File: config.mk
export PLATFORM = sky130hd
export DESIGN_NAME = smtb_ctrl
export DESIGN_NICKNAME = d
export VERILOG_FILES = /design/src/sv/smtb_pkg.sv /design/src/sv/smtb_ctrl.sv
export SDC_FILE = /design/constraint.sdc
export NUM_CORES = 1
export LEC_CHECK = 0
export BUFFER_PORTS_ARGS = -buffer_cell sky130_fd_sc_hd__buf_2
export CORE_AREA = 4 4 41 43
export DETAILED_ROUTE_END_ITERATION = 10
export DIE_AREA = 0 0 45 47
export GPL_TIMING_DRIVEN = 0
export PLACE_DENSITY = 0.36
export SYNTH_ARGS = -nofsm -noshare
export SYNTH_HDL_FRONTEND = slang
export SYNTH_SLANG_ARGS = --single-unit
File: constraint.sdc
create_clock -name clk -period 1.4 [get_ports clk]
set_input_delay 0.07 -clock clk [delete_from_list [all_inputs] [get_ports clk]]
set_output_delay 0.07 -clock clk [all_outputs]
set_load 0.02 [all_outputs]
File: src/sv/smtb_pkg.sv
package smtb_pkg;

    // Defaults for the top-level parameters
    localparam int VERTICES_DEF  = 1024;
    localparam int POS_WIDTH_DEF = 32;

    // Fixed field widths of the stream items
    localparam int OP_W     = 2;
    localparam int INDEX_W  = 10;
    localparam int VALUE_W  = 32;
    localparam int WEIGHT_W = 17;
    localparam int COMP_W   = 2;
    localparam int CFG_IDX_W  = 1;
    localparam int CFG_DATA_W = 17;

    // Blend generation tag kept per vertex; zero never matches a live tag
    localparam int EPOCH_W = 8;

    // Rounded product delta*weight/65536 is 34 bits signed
    localparam int PROD_W   = VALUE_W + WEIGHT_W + 1;
    localparam int SCALED_W = PROD_W - 16;

    localparam logic [CFG_IDX_W-1:0] CFG_WEIGHT_THRESHOLD  = 1'b0;
    localparam logic [CFG_IDX_W-1:0] CFG_COMPONENTS_IN_USE = 1'b1;

    localparam logic [WEIGHT_W-1:0] THRESHOLD_RESET = 17'd7;
    localparam logic [COMP_W-1:0]   COMPONENTS_RESET = 2'd3;

    typedef enum logic [OP_W-1:0] {
        OP_LOAD  = 2'd0,
        OP_BEGIN = 2'd1,
        OP_ADD   = 2'd2,
        OP_READ  = 2'd3
    } smtb_op_t;

    typedef enum logic [2:0] {
        ST_CLEAR,
        ST_IDLE,
        ST_READ,
        ST_MUL,
        ST_FINISH
    } smtb_state_t;

    typedef struct packed {
        logic capture;
        logic commit;
        logic clear_en;
    } smtb_cmd_t;

    typedef struct packed {
        logic out_free;
        logic clear_last;
        logic begin_wrap;
    } smtb_status_t;

endpackage

File: src/sv/smtb_ctrl.sv
module smtb_ctrl
    import smtb_pkg::*;
(
    input  logic         clk,
    input  logic         rst_n,
    input  logic         in_valid,
    input  smtb_status_t status,
    output logic         ready,
    output smtb_cmd_t    cmd
);

    smtb_state_t state_reg;
    smtb_state_t state_next;

    always_ff @(posedge clk or negedge rst_n)
    begin
        if (!rst_n)
        begin
            state_reg <= ST_CLEAR;
        end
        else
        begin
            state_reg <= state_next;
        end
    end

    always_comb
    begin
        state_next = state_reg;
        case (state_reg)
            ST_CLEAR:
            begin
                if (status.clear_last)
                begin
                    state_next = ST_IDLE;
                end
            end
            ST_IDLE:
            begin
                if (in_valid)
                begin
                    state_next = ST_READ;
                end
            end
            ST_READ:
            begin
                state_next = ST_MUL;
            end
            ST_MUL:
            begin
                state_next = ST_FINISH;
            end
            ST_FINISH:
            begin
                if (status.out_free)
                begin
                    state_next = status.begin_wrap ? ST_CLEAR : ST_IDLE;
                end
            end
            default:
            begin
                state_next = ST_CLEAR;
            end
        endcase
    end

    always_comb
    begin
        ready        = 1'b0;
        cmd.capture  = 1'b0;
        cmd.commit   = 1'b0;
        cmd.clear_en = 1'b0;
        case (state_reg)
            ST_CLEAR:
            begin
                cmd.clear_en = 1'b1;
            end
            ST_IDLE:
            begin
                ready       = 1'b1;
                cmd.capture = in_valid;
            end
            ST_FINISH:
            begin
                cmd.commit = status.out_free;
            end
            default:
            begin
                ready = 1'b0;
            end
        endcase
    end

endmodule

== Word level (Yosys, flattened, before mapping) ==
Index checks and enable logic that the tools add are counted.

* Register bits: 3

* Equal/unequal tests: 7
* Mux-type cells: 9
* Reduce and logical (&&, ||, !) cells: 2

{| class="wikitable"
|+ Operators by type and width
! operator !! count
|-
| $pmux 3 s5 || 1
|-
| $mux 3 || 3
|-
| $eq 3x2->1 const B || 2
|-
| $ne 2x2->1 const B || 3
|-
| $mux 1 || 5
|-
| $eq 3x1->1 const B || 1
|-
| $eq 3x3->1 const B || 1
|-
| $logic_not 3->1 || 1
|-
| $reduce_and 3->1 || 1
|}

== Logic depth before layout (Yosys ltp) ==
* Depth after elaboration: 3
* Mapped depth: 2
* Depth with buffers taken out: 2

== Worst setup path after synthesis ==
No wires, ideal clock.

* Kind: reg-to-output
* Start point: register state_reg[0]
* End point: output port cmd[2] (netlist bit)
* Data arrival time: 1327 ps
* Required time: 1330 ps
* Setup slack: 3 ps
* Cell stages (with the launch flop): 3
* Path buffers: 0
* Cells stage by stage: dfrtp_1 nor3b_1 and2_1

{| class="wikitable"
|+ RTL lines
! item !! line !! text
|-
| start: declaration || smtb_ctrl.sv:12 || <nowiki>smtb_state_t state_reg;</nowiki>
|-
| start signal: assignment || smtb_ctrl.sv:23 || <nowiki>state_reg <= state_next;</nowiki>
|-
| end: declaration || smtb_ctrl.sv:9 || <nowiki>output smtb_cmd_t cmd</nowiki>
|}

==> impl_metrics.toml <==
[power_and_ir_drop]
ir_worst_vdd_mv = 0.8258
p_leak_nw = 0.1271
power_mw = 0.5998
power.density_nw_per_um2 = 2179

[min_path]
min_path_type = "primary input to flop"

[drt]
first_iter_violations = 0
viasPerCell = 3.936
vias = 185
wl_um = 401
wire_per_inst_um = 8.532
drc = 0
drtPass1Iterations = 1
drtAntennaViolNets = 0

[critical_path]
slowest_stage = "dfrtp_1"
crit_chain = "nor3b_1, and2_1, buf_2"
path_max_fanout = 7
cp.required_ps = 1330
regToRegSetupSlack_ps = 190
cp.arrival_ps = 1210
path_class = "flop to primary output"
critPathMaxStageDelay_ps = 430
critPathTopFamily = "flip-flops"
worstSetupStartpointType = "flop"
cp_num_buf_inv = 1
end_kind = "primary output"

[sta]
slew_headroom_pct = 85.50
min_period_over_period_pct = 91.12
holdWs_ps = 126.1
layout_min_cycle_time_ps = 1276
rsz0062_at_grt = "no"
hold_viol_final = 0
setup_tns_ps = 0
setup_ws_ps = 124.3
fin_skew_ps = 2.411
drv_slew = 0
fmax_ghz = 0.7839
worst_slew_pin_slew_ps = 217.4
setup_viol = 0

[floorplan]
io_pins = 10
num_rows = 13
fp.dieArea_sq_um = 2115
coreArea_sq_um = 1301
die_x_um = 45
die_y_um = 47
start_util_pct = 13.37

[grt]
grt_max_degree = 10
overflow = 0
grt_pass1_vias = 169
antenna_found_initial = 0
grtUsageTotal_pct = 4.668
grt_pass1_wl_um = 655

[finish]
num-fill-cells = 146
syn2layout_area_growth_pct = 58.27
layout_common_cells = "buf_2 (9), clkbuf_4 (3), inv_1 (2), o21ai_0 (2), dfrtp_1 (2)"
register_area_sq_um = 76.32
multi_input_area_sq_um = 91.34
largest_reg_flops = 3
antennaDiodeCount = 0
final_common_cell = "buf_2"
drive_above_1_share_pct = 43.75
fin_area_sq_um = 275.3
fin_nets = 39

[cts]
cts_buffers = 3
clockRootBuffer = "clkbuf_4"
cts_tree = "done"
ctsHtreeMaxLevel = 1
clock_latency_ps = 230
clock_sinks = 3
post-cts-setup-buffers = 0
clockBufferDepth = 2
path_clk_slew_ps = 40

[logic_synthesis]
ys_seq_area_share_pct = 43.17
synth_cells = 18
ys_ff_latch = 3
yosysWarningCount = 0
synth_nets = 24
synth_cell_types = 14
synth_area_sq_um = 173.9
avgSynthCellArea_sq_um = 9.662

[job]
drv_cap = 0

[place]
port_buffers = 9
dp_slack_ps = 202.6
dpl.hpwl_um = 311.7
place_congestion = 0.5888
place_area_sq_um = 237.7

[status]
outcome = "finished clean"
-- layer usage --
metal | up-vias | global-route usage, % | wire [um] | share of wire [%]
met1 | 79 | 5.936 | 216 | 54
met4 | 0 | 1.754 | 0 | 0
met5 | - | 0 | 0 | 0
li1 | 94 | - | - | -
met2 | 12 | 5.085 | 114 | 28
met3 | 0 | 4.598 | 70 | 17
-- Yosys cell counts --
master    count  area [sq um]
nand2_1       1         3.750
nor3_1        1         5.000
inv_1         2         7.510
or2b_1        1         7.510
and2_1        1         6.260
nand3b_1      1         7.510
and4bb_2      1         12.51
o21ai_0       2         10.01
or4b_1        1         10.01
a21oi_1       1         5.000
nor3b_1       1         7.510
or3_1         1         6.260
dfrtp_1       3         75.07
a32o_1        1         10.01
-- final timing paths --
path / from / end / depth (start not counted)
setup / recovery: state_reg[2] / cmd[2] / 3
hold reg to reg: state_reg[2] / state_reg[1] / 1
hold / removal: in_valid / state_reg[1] / 3
setup reg to reg: state_reg[1] / state_reg[0] / 2
max in group asynchronous: rst_n / state_reg[0] / 2
min in group asynchronous: rst_n / state_reg[2] / 2
-- cell type report --
type,count,share of cell area [%]
Multi-Input combinational cell,13,33.18
Tap cell,15,6.818
Inverter,2,2.727
Clock buffer,4,9.545
Timing Repair Buffer,10,20.00
Sequential cell,3,27.73
-- kinds of logic (layout without fill, tap and decap cells) --
family | count (synthesis) | in the layout | share of synthesized area, %
buffers and inverters | 2 | 16 | 4.318
flip-flops | 3 | 3 | 43.16
AND/OR/NAND/NOR | 9 | 9 | 38.13
AO/OA/AOI/OAI | 4 | 4 | 14.39
-- report_power, final --
group	leakage (nW)	internal, mW	switching (mW)	total (mW)
Combinational	0.0751	0.120	0.130	0.250
Sequential	0.0370	0.130	0.0703	0.201
Clock	0.0150	0.107	0.0423	0.149
Total	0.127	0.357	0.243	0.600
-- timing repair --
action,4_1_cts,5_1_grt
endpoints found under the setup margin,0,1
hold buffers,1,0
resized for setup,0,1
endpoints found under the hold margin,3,0
-- through the flow --
stage               instances  util (%)
finish                     47     21.15
global route               47     21.15
CTS                        47     21.06
detailed placement         42     18.27
global placement           42     18.27
floorplan                  18         -
-- tightest hold or removal path: cells and delay by family --
| kind | cells | cell delay (ps) |
|---|---|---|
| AOI/OAI and AO/OA | 1 | 60 |
| and+or+nand+nor | 1 | 80 |
| buffers and inverters | 1 | 110 |
Note: power is estimated with default switching activity, not from simulation.
